### src/rtl/lppr_pkg.sv
// shared types and constants for the length prefixed packet receiver
package lppr_pkg;

   // largest accepted length byte, checksum byte included
   localparam int MaxPacketLen = 16;
   // width of the byte counters, wide enough to hold MaxPacketLen
   localparam int CountW = $clog2(MaxPacketLen + 1);

   // request kinds
   localparam logic [1:0] ReqStart = 2'd0;
   localparam logic [1:0] ReqByte  = 2'd1;
   localparam logic [1:0] ReqTick  = 2'd2;

   // result kinds
   localparam logic [1:0] KindTx     = 2'd0;
   localparam logic [1:0] KindStored = 2'd1;
   localparam logic [1:0] KindDone   = 2'd2;

   // register indexes
   localparam logic [1:0] RegTimeout = 2'd0;
   localparam logic [1:0] RegOkCode  = 2'd1;
   localparam logic [1:0] RegFail    = 2'd2;

   // register reset values
   localparam logic [7:0] TimeoutReset = 8'h64;
   localparam logic [7:0] OkCodeReset  = 8'h00;
   localparam logic [7:0] FailReset    = 8'hFF;

   typedef struct packed {
      logic [1:0] req_type;
      logic [7:0] data_byte;
   } req_type_type;

   typedef struct packed {
      logic [1:0] out_kind;
      logic [7:0] out_byte;
      logic [3:0] out_index;
      logic       success;
      logic       last_of_run;
   } rsp_type;

endpackage

### src/rtl/length_prefixed_packet_receiver_unit.sv
// length prefixed packet receiver: request decode, packet state and result queue
//
//  channel | ports                              | direction
//  --------+------------------------------------+----------
//  request | req_valid, req_ready, req_payload  | in
//  result  | rsp_valid, rsp_ready, rsp_payload  | out
//  config  | csr_we, csr_index, csr_wdata       | in
//
// a request is taken when req_valid and req_ready are high; its zero to three
// results enter a four entry queue at that edge and leave one per cycle while
// rsp_ready is high, from the next cycle on. req_ready needs room for three
// results, so it is low while the queue holds more than one result.
// synchronous reset clears the packet state and the queue and loads the
// register defaults (timeout 100, ok code 0, fail code 255).
module length_prefixed_packet_receiver_unit
   import lppr_pkg::*;
(
   input  logic         clock,
   input  logic         reset,
   input  logic         req_valid,
   output logic         req_ready,
   input  req_type_type req_payload,
   output logic         rsp_valid,
   input  logic         rsp_ready,
   output rsp_type      rsp_payload,
   input  logic         csr_we,
   input  logic [1:0]   csr_index,
   input  logic [7:0]   csr_wdata
);

   typedef enum logic [1:0] {
      PH_IDLE,
      PH_LEN,
      PH_DATA
   } phase_type;

   localparam int QDepth = 4;
   localparam int QPtrW  = $clog2(QDepth);
   localparam int QCntW  = $clog2(QDepth + 1);

   // configuration registers
   logic [7:0] timeout_ticks_ff;
   logic [7:0] ok_reply_code_ff;
   logic [7:0] fail_reply_code_ff;

   // packet state
   phase_type         phase_ff, phase_in;
   logic [CountW-1:0] bytes_left_ff, bytes_left_in;
   logic [7:0]        running_sum_ff, running_sum_in;
   logic [7:0]        tick_count_ff, tick_count_in;
   logic [CountW-1:0] write_index_ff, write_index_in;

   // result queue
   rsp_type          queue_mem [QDepth];
   logic [QPtrW-1:0] wr_ptr_ff, rd_ptr_ff;
   logic [QCntW-1:0] count_ff, count_in;

   // results of the current request
   rsp_type    res0, res1, res2;
   logic [1:0] res_n;

   logic accept;
   logic pop;

   assign req_ready   = (count_ff <= QCntW'(QDepth - 3));
   assign accept      = req_valid && req_ready;
   assign rsp_valid   = (count_ff != '0);
   assign pop         = rsp_valid && rsp_ready;
   assign rsp_payload = queue_mem[rd_ptr_ff];

   // request decode and next packet state
   always_comb begin
      logic [7:0]        sum_add;
      logic [7:0]        tick_inc;
      logic [CountW-1:0] left_dec;
      logic [CountW-1:0] index_inc;
      logic              ok;

      phase_in       = phase_ff;
      bytes_left_in  = bytes_left_ff;
      running_sum_in = running_sum_ff;
      tick_count_in  = tick_count_ff;
      write_index_in = write_index_ff;
      res0  = '0;
      res1  = '0;
      res2  = '0;
      res_n = 2'd0;

      sum_add   = running_sum_ff + req_payload.data_byte;
      tick_inc  = (tick_count_ff != 8'hFF) ? tick_count_ff + 8'd1 : tick_count_ff;
      left_dec  = (bytes_left_ff != '0) ? bytes_left_ff - CountW'(1) : bytes_left_ff;
      index_inc = write_index_ff + CountW'(1);
      ok        = (sum_add == 8'h00);

      case (req_payload.req_type)
         ReqStart: begin
            if (phase_ff == PH_IDLE) begin
               res0.out_kind  = KindTx;
               res0.out_byte  = req_payload.data_byte;
               res_n          = 2'd1;
               phase_in       = PH_LEN;
               bytes_left_in  = '0;
               running_sum_in = '0;
               tick_count_in  = '0;
               write_index_in = '0;
            end
         end
         ReqByte: begin
            if (phase_ff == PH_LEN) begin
               tick_count_in = '0;
               if (req_payload.data_byte < 8'd2 ||
                   req_payload.data_byte > 8'(MaxPacketLen)) begin
                  // bad length: fail code then finished
                  res0.out_kind   = KindTx;
                  res0.out_byte   = fail_reply_code_ff;
                  res1.out_kind   = KindDone;
                  res1.out_index  = write_index_ff[3:0];
                  res_n           = 2'd2;
                  phase_in        = PH_IDLE;
                  bytes_left_in   = '0;
                  running_sum_in  = '0;
               end else begin
                  running_sum_in = req_payload.data_byte;
                  bytes_left_in  = CountW'(req_payload.data_byte - 8'd1);
                  phase_in       = PH_DATA;
               end
            end else if (phase_ff == PH_DATA) begin
               tick_count_in   = '0;
               running_sum_in  = sum_add;
               res0.out_kind   = KindStored;
               res0.out_byte   = req_payload.data_byte;
               res0.out_index  = write_index_ff[3:0];
               res_n           = 2'd1;
               write_index_in  = index_inc;
               bytes_left_in   = left_dec;
               if (left_dec == '0) begin
                  // last byte: reply code then finished
                  res1.out_kind  = KindTx;
                  res1.out_byte  = ok ? ok_reply_code_ff : fail_reply_code_ff;
                  res2.out_kind  = KindDone;
                  res2.out_index = index_inc[3:0];
                  res2.success   = ok;
                  res_n          = 2'd3;
                  phase_in       = PH_IDLE;
                  bytes_left_in  = '0;
                  running_sum_in = '0;
               end
            end
         end
         ReqTick: begin
            if (phase_ff != PH_IDLE) begin
               tick_count_in = tick_inc;
               if (tick_inc >= timeout_ticks_ff) begin
                  // timeout: fail code then finished
                  res0.out_kind  = KindTx;
                  res0.out_byte  = fail_reply_code_ff;
                  res1.out_kind  = KindDone;
                  res1.out_index = write_index_ff[3:0];
                  res_n          = 2'd2;
                  phase_in       = PH_IDLE;
                  bytes_left_in  = '0;
                  running_sum_in = '0;
                  tick_count_in  = '0;
               end
            end
         end
         default: begin
            res_n = 2'd0;
         end
      endcase

      // mark the final result of this request
      case (res_n)
         2'd1:    res0.last_of_run = 1'b1;
         2'd2:    res1.last_of_run = 1'b1;
         2'd3:    res2.last_of_run = 1'b1;
         default: res_n = 2'd0;
      endcase
   end

   // queue occupancy
   always_comb begin
      count_in = count_ff;
      if (accept) begin
         count_in = count_in + QCntW'(res_n);
      end
      if (pop) begin
         count_in = count_in - QCntW'(1);
      end
   end

   // state, configuration and queue pointers
   always_ff @(posedge clock) begin
      if (reset) begin
         timeout_ticks_ff   <= TimeoutReset;
         ok_reply_code_ff   <= OkCodeReset;
         fail_reply_code_ff <= FailReset;
         phase_ff           <= PH_IDLE;
         bytes_left_ff      <= '0;
         running_sum_ff     <= '0;
         tick_count_ff      <= '0;
         write_index_ff     <= '0;
         wr_ptr_ff          <= '0;
         rd_ptr_ff          <= '0;
         count_ff           <= '0;
      end else begin
         if (csr_we) begin
            case (csr_index)
               RegTimeout: timeout_ticks_ff   <= csr_wdata;
               RegOkCode:  ok_reply_code_ff   <= csr_wdata;
               RegFail:    fail_reply_code_ff <= csr_wdata;
               default:    timeout_ticks_ff   <= timeout_ticks_ff;
            endcase
         end
         if (accept) begin
            phase_ff       <= phase_in;
            bytes_left_ff  <= bytes_left_in;
            running_sum_ff <= running_sum_in;
            tick_count_ff  <= tick_count_in;
            write_index_ff <= write_index_in;
            wr_ptr_ff      <= wr_ptr_ff + QPtrW'(res_n);
         end
         if (pop) begin
            rd_ptr_ff <= rd_ptr_ff + QPtrW'(1);
         end
         count_ff <= count_in;
      end
   end

   // result queue storage
   always_ff @(posedge clock) begin
      if (accept) begin
         if (res_n >= 2'd1) begin
            queue_mem[wr_ptr_ff] <= res0;
         end
         if (res_n >= 2'd2) begin
            queue_mem[wr_ptr_ff + QPtrW'(1)] <= res1;
         end
         if (res_n == 2'd3) begin
            queue_mem[wr_ptr_ff + QPtrW'(2)] <= res2;
         end
      end
   end

endmodule
### config.mk
export PLATFORM = sky130hd
export DESIGN_NAME = length_prefixed_packet_receiver_unit
export DESIGN_NICKNAME = d
export VERILOG_FILES = /design/src/rtl/lppr_pkg.sv /design/src/rtl/length_prefixed_packet_receiver_unit.sv
export SDC_FILE = /design/constraint.sdc
export NUM_CORES = 1
export LEC_CHECK = 0
export ABC_CLOCK_PERIOD_IN_PS = 4050
export BUFFER_PORTS_ARGS = -buffer_cell sky130_fd_sc_hd__buf_2
export CORE_ASPECT_RATIO = 0.75
export CORE_MARGIN = 4
export CORE_UTILIZATION = 30
export DETAILED_ROUTE_END_ITERATION = 12
export GPL_TIMING_DRIVEN = 0
export SYNTH_ARGS = -nofsm -noshare
export SYNTH_HDL_FRONTEND = slang
export SYNTH_SLANG_ARGS = --single-unit
### constraint.sdc
create_clock -name clock -period 4.05 [get_ports clock]
set_clock_uncertainty 0.05 [all_clocks]
set_input_delay 0.6075 -clock clock [delete_from_list [all_inputs] [get_ports clock]]
set_output_delay 0.6075 -clock clock [all_outputs]
set_load 0.02 [all_outputs]
=== Word-level counts from Yosys, hierarchy flattened ===
Memory sizes are Yosys's and may differ from the RTL's. A register that Yosys moved wholly into a read port is not among the register bits.
Index checks and enable logic that the tools add are counted.

* Eq/ne operators: 18
* Multiplexer cells: 88
* Reductions and logical operators: 21
* Magnitude comparators: 6
* Add/subtract/negate cells: 11

{| class="wikitable"
|+ Operator list
! cell !! number
|-
| 8-bit two-way mux || 21
|-
| 5-bit two-way mux || 14
|-
| 8-bit case mux with 3 select lines || 2
|-
| 2-bit two-way mux || 21
|-
| 10-bit case mux with 3 select lines || 1
|-
| 4-bit two-way mux || 6
|-
| 5-bit case mux with 3 select lines || 1
|-
| 1-bit two-way mux || 13
|-
| 13-bit two-way mux || 1
|-
| 2-bit equality test (second input constant) || 6
|-
| 2-bit case mux with 3 select lines || 2
|-
| 10-bit two-way mux || 1
|-
| 2-bit inequality test (second input constant) || 5
|-
| 5-bit case mux with 2 select lines || 1
|-
| 5-bit AND reduction || 2
|-
| 5-bit by 1-bit subtractor with 5-bit output (second input constant) || 2
|-
| 8-bit by 1-bit adder with 8-bit output (second input constant) || 1
|-
| 8-bit adder || 1
|-
| 2-bit by 1-bit equality test with 1-bit output (second input constant) || 4
|-
| 8-bit greater-or-equal comparator || 1
|-
| 8-bit by 5-bit > comparator with 1-bit output (second input constant) || 1
|-
| 8-bit logical NOT || 1
|-
| 8-bit by 2-bit < comparator with 1-bit output (second input constant) || 1
|-
| 8-bit inequality test (second input constant) || 1
|-
| 24 further kinds || 34
|}

* Output and inout port bits: 18
* Bits in writable memories: 64
* Memories kept: 1
* Register bits: 59
* Bits of input ports: 25
* Logic and storage cells: 156

{| class="wikitable"
|+ Memories
! name !! depth !! bits a word !! read ports !! clocked after Yosys merged registers in !! write ports !! line !! source
|-
| queue_mem || 4 || 16 || 1 || 1 || 3 || length_prefixed_packet_receiver_unit.sv:54 || <nowiki>rsp_type queue_mem [QDepth];</nowiki>
|}

=== Logic depth before layout (Yosys ltp) ===
* Word-level depth: 14
* Gate-level depth with buffers: 22
* Gate-level depth less buffers: 21

=== Worst setup path before layout ===
Ideal clock, no wire load.

* Path type: reg2reg
* Start: reg tick_count_ff[0]
* End: reg count_ff[1]
* Buffers on the path: 1
* Setup slack: 0.161 ns
* Period minus slack after synthesis: 3.889 ns
* Library setup time: 0.086 ns
* Arrival time: 3.753 ns
* Data required time: 3.914 ns
* Stages on the path, launching flop included: 18
* Cells stage by stage: dfxtp_1 > ha_1 > nand2_1 > nor2_1 > nand3_1 > mux2_2 > ha_1 > a2111oi_0 > o31a_1 > o22a_1 > buf_2 > a21oi_1 > inv_1 > fa_1 > nor2_1 > nor2_1 > ha_1 > a211oi_1

* Longest elaborated chain between the ends: 13
* Elaborated cells between the ends (all ways): 16
* Classes of those cells: add/sub: 3; order compare: 1; eq/ne: 4; mux: 7; reduce/logical: 1

{| class="wikitable"
|+ Ends and longest elaborated chain
! element !! line !! source
|-
| start: declaration || length_prefixed_packet_receiver_unit.sv:50 || <nowiki>logic [7:0] tick_count_ff, tick_count_in;</nowiki>
|-
| start signal: assignment || length_prefixed_packet_receiver_unit.sv:219 || <nowiki>tick_count_ff <= tick_count_in;</nowiki>
|-
| 8-bit by 1-bit adder with 8-bit output or 8-bit inequality test (tied branches) || length_prefixed_packet_receiver_unit.sv:90 || <nowiki>tick_inc = (tick_count_ff != 8'hFF) ? tick_count_ff + 8'd1 : tick_count_ff;</nowiki>
|-
| 8-bit two-way mux * || length_prefixed_packet_receiver_unit.sv:90 ||
|-
| 8-bit greater-or-equal comparator * || length_prefixed_packet_receiver_unit.sv:153 || <nowiki>if (tick_inc >= timeout_ticks_ff) begin</nowiki>
|-
| 2-bit two-way mux * || length_prefixed_packet_receiver_unit.sv:153 ||
|-
| 2-bit two-way mux * || length_prefixed_packet_receiver_unit.sv:151 || <nowiki>if (phase_ff != PH_IDLE) begin</nowiki>
|-
| 2-bit case mux with 3 select lines * || length_prefixed_packet_receiver_unit.sv:95 || <nowiki>case (req_payload.req_type)</nowiki>
|-
| 2-bit equality test or 2-bit by 1-bit equality test with 1-bit output (tied branches) || length_prefixed_packet_receiver_unit.sv:173 || <nowiki>case (res_n)</nowiki>
|-
| 3-bit OR reduction (no source line) || - ||
|-
| 2-bit two-way mux * || length_prefixed_packet_receiver_unit.sv:173 ||
|-
| 3-bit by 2-bit adder with 3-bit output * || length_prefixed_packet_receiver_unit.sv:185 || <nowiki>count_in = count_in + QCntW'(res_n);</nowiki>
|-
| 3-bit two-way mux * || length_prefixed_packet_receiver_unit.sv:184 || <nowiki>if (accept) begin</nowiki>
|-
| 3-bit by 1-bit subtractor with 3-bit output || length_prefixed_packet_receiver_unit.sv:188 || <nowiki>count_in = count_in - QCntW'(1);</nowiki>
|-
| 3-bit two-way mux * || length_prefixed_packet_receiver_unit.sv:187 || <nowiki>if (pop) begin</nowiki>
|-
| end signal: assignment || length_prefixed_packet_receiver_unit.sv:226 || <nowiki>count_ff <= count_in;</nowiki>
|-
| end: declaration || length_prefixed_packet_receiver_unit.sv:56 || <nowiki>logic [QCntW-1:0] count_ff, count_in;</nowiki>
|}

Mark *: on every way between the ends. The rest lies on a longest branch, timed or not.
A chain may end at the register's enable or synchronous reset.

=== Worst setup path after layout ===
* Start: reg tick_count_ff[0]
* End: reg count_ff[2]

Same word-level chain as after synthesis.

==> impl_metrics.toml <==
[status]
outcome = "finished clean"

[sta]
whs_ns = 0.361
max_freq_mhz = 261
finalMaxSlewViolations = 0
slew_headroom = 0.359
finalCritPeriodShare = 0.948
rsz0062_at_grt = "yes"
post-route-min-period_ns = 3.84
tightest_slew_ns = 0.955
worst_slack_ns = 0.212
hold_viol = 0
setup_viol = 0

[pwr]
peakVddDrop_uv = 287
power_frac_seq = 0.391
swShare = 0.308
p_comb_frac = 0.190
p_sw_w = 0.00108
p_leak_nw = 3.20
clockPowerShare = 0.419
p_int_w = 0.00244
power_density_nw_per_um2 = 420

[synth]
synth_nets = 850
yosys-top-cells-count = "dfxtp_1, nor2_1, nand2_1, a21oi_1, o21ai_0"
synth_cell_types = 68
ys_ff_latch = 124
syn_inst = 792
synth_area_per_cell_um2 = 8.90
yosys_warnings = 0
synth_top_area_share = 0.273
synthArstFlopShare = 0
synth_area_um2 = 7050
synth-seq-area-share = 0.392
yosysMostFrequentCell = "dfxtp_1"
synth_top_cell_by_area = "dfxtp_1"
synth-edff-count = 28
ys.flop_type = "dfxtp_1"
synthTopCellsByArea = "dfxtp_1, edfxtp_1, ha_1, a21oi_1, mux4_2"

[placement]
dp.cells = 1133
globalplace.congestion = 0.842
io_buffer_count = 41
placed_area_um2 = 7630
post-place-ws_ns = -0.643
dp.final_hpwl_um = 15200

[min_path]
holdPathEnd = "timeout_ticks_ff[5]$_SDFFE_PP1P_"
hold_start = "csr_wdata[5]"
hold_depth = 2
hold_class = "primary input to flip-flop"

[cts]
hold_buffers = 0
cts_buffers = 17
cts_tree = "yes"
cts_root_buf = "clkbuf_16"
htreeDepth = 4
clk_path_buf_depth = 2
clkSinkCount = 124
path_clk_slew_ns = 0.06
clk_latency_ns = 0.43

[finish]
drive_gt1_frac = 0.172
nets = 922
antenna_cells = 0
fin_area_um2 = 8400
syn2layout_area_growth_pct = 19.2
fin_cells = 1177

[die]
core_um2 = 23100
ios = 43
die_h_um = 141
die_w_um = 185
die_area_um2 = 26000
start_util = 0.306
std_cell_rows = 48

[critical_path]
regToRegStartpoint = "tick_count_ff[0]$_SDFFE_PP0P_"
path_delay_family = "adder cells"
worstSetupPathType = "flip-flop to flip-flop"
critical_path_buf_inv_count = 2
path_cells = "ha_4, nand2_1, nor2_4, nand3_4, xnor2_2, ha_1, nand2b_1, a2111oi_2, o31a_1, o22a_1, buf_6, a21oi_4, inv_2, fa_1, nor2_2, nor2_1, ha_1, nand2_2, xnor2_2, nor2_1"
slowest_stage = "fa_1"
cp.arrival_ns = 4.08
reg2reg_depth = 20
end_kind = "flip-flop"
cp_max_fo = 9
r2r-end = "count_ff[2]$_SDFF_PP0_"
required_ns = 4.30
r2r_setup_slack_ns = 0.21
max_stage_delay_ns = 0.42
cp-start-kind = "flip-flop"

[global_route]
track_usage = 0.160
grt_max_degree = 17
grt_pass1_vias = 5875
grt-ovfl-total = 0
grt_first_pass_wirelength_um = 32800
antenna_found_initial = 0

[routing]
via_count = 6266
viasPerCell = 5.32
met1_length_um = 10200
drt_wl_total_um = 20600
firstDrtPassIters = 5
ant_nets = 0
routed.top_layer = "met4"
wl_per_cell_um = 17.5
drcViolationCount = 0
wl_met2_um = 8900
drt_iter0_markers = 529
met3_length_um = 1280

[run]
maxCapViolations = 0
## stage by stage
| step | total power, W | TNS (ns) | util |
|---|---|---|---|
| detailed placement | 0.00206 | -14.97 | 0.331 |
| finish | 0.00353 | 0 | 0.364 |
| floorplan | 0.00185 | 0 | - |
| global placement | 0.00205 | -14.87 | 0.331 |
| global route | 0.00369 | -0.0315 | 0.364 |
| CTS | 0.00355 | 0 | 0.358 |
## logic make-up after synthesis
family	Yosys count	share of synthesized area
AOI/OAI and AO/OA	219	0.204
xor gates and xnor gates	18	0.0224
adders and majority gates	33	0.0607
buffers and inverters	74	0.0426
DFF	124	0.392
muxes	39	0.0856
and+or+nand+nor	285	0.193
## routing by layer
metal / vias to the layer above / global-route usage
met3: 21 / 0.0325
li1: 3039 / -
met2: 203 / 0.237
met5: - / 0
met1: 3003 / 0.237
met4: 0 / 0.0429
## state kept, by name (all words and copies together) (netlist names), 3 cells and up, named ones only
register            cells
bytes_left_ff           5
count_ff                3
fail_reply_code_ff      8
ok_reply_code_ff        8
queue_mem              64
running_sum_ff          8
tick_count_ff           8
timeout_ticks_ff        8
write_index_ff          4
## layout make-up
type / instances / area (um^2)
clock buffer: 17 / 425
multi-input combinational: 594 / 4080
clock inverter: 15 / 139
sequential: 124 / 2770
fill: 2387 / 14700
tap: 300 / 375
inverter: 37 / 139
timing repair buffer: 53 / 308
buffer: 37 / 169
## power by group through the flow
stage | Sequential (W) | Clock, W | Combinational (W)
5_1_grt | 0.00139 | 0.00156 | 0.000738
6_report | 0.00138 | 0.00148 | 0.000670
4_1_cts | 0.00138 | 0.00151 | 0.000656
2_1_floorplan | 0.00139 | 0 | 0.000459
3_3_place_gp | 0.00140 | 0 | 0.000646
3_5_place_dp | 0.00141 | 0 | 0.000652
## worst max-delay path by stage
stage	from	endpoint	slack, ns	depth (start not counted)
final	tick_count_ff[0]$_SDFFE_PP0P_	count_ff[2]$_SDFF_PP0_	0.21	20
after global routing	tick_count_ff[0]$_SDFFE_PP0P_	count_ff[2]$_SDFF_PP0_	-0.03	22
after CTS	tick_count_ff[0]$_SDFFE_PP0P_	count_ff[2]$_SDFF_PP0_	0.001	21
after detailed placement	tick_count_ff[0]$_SDFFE_PP0P_	queue_mem[1][3]$_DFFE_PP_	-0.64	14
after global placement	tick_count_ff[0]$_SDFFE_PP0P_	queue_mem[1][3]$_DFFE_PP_	-0.62	14
after floorplan	tick_count_ff[0]$_SDFFE_PP0P_	count_ff[1]$_SDFF_PP0_	0.16	17
## placed cells by master, fill, tap and decap left out, types with 4 or more instances in the layout
| cell type | netlist | final |
|---|---|---|
| dfxtp_1 | 96 | 94 |
| nor2_1 | 88 | 86 |
| nand2_1 | 77 | 76 |
| a21oi_1 | 73 | 72 |
| o21ai_0 | 59 | 59 |
| buf_2 | 6 | 46 |
| inv_1 | 37 | 35 |
| nand3_1 | 31 | 30 |
| ha_1 | 31 | 30 |
| clkbuf_1 | 29 | 28 |
| edfxtp_1 | 28 | 28 |
| nor3_1 | 18 | 18 |
| mux2i_1 | 18 | 18 |
| clkbuf_16 | 0 | 17 |
| mux4_2 | 16 | 16 |
| a22oi_1 | 12 | 12 |
| nand3b_1 | 11 | 11 |
| buf_4 | 0 | 11 |
| nand4_1 | 10 | 10 |
| xnor2_1 | 11 | 9 |
| nand2b_1 | 8 | 8 |
| a22o_1 | 8 | 8 |
| o211ai_1 | 8 | 8 |
| xor2_1 | 7 | 7 |
| or3_1 | 6 | 6 |
| nor2b_1 | 6 | 6 |
| and2_1 | 6 | 6 |
| o31ai_1 | 7 | 6 |
| a31oi_1 | 6 | 6 |
| a211o_1 | 6 | 6 |
| a32oi_1 | 6 | 6 |
| and3_1 | 5 | 5 |
| inv_6 | 0 | 4 |
## repair_timing
item	in CTS	in global routing
endpoints found under the hold margin	0	0
pin swaps	3	7
gates resized for setup	8	19
setup endpoints to repair	62	75
buffers inserted	5	7
Power figures use the tool's default switching activity.
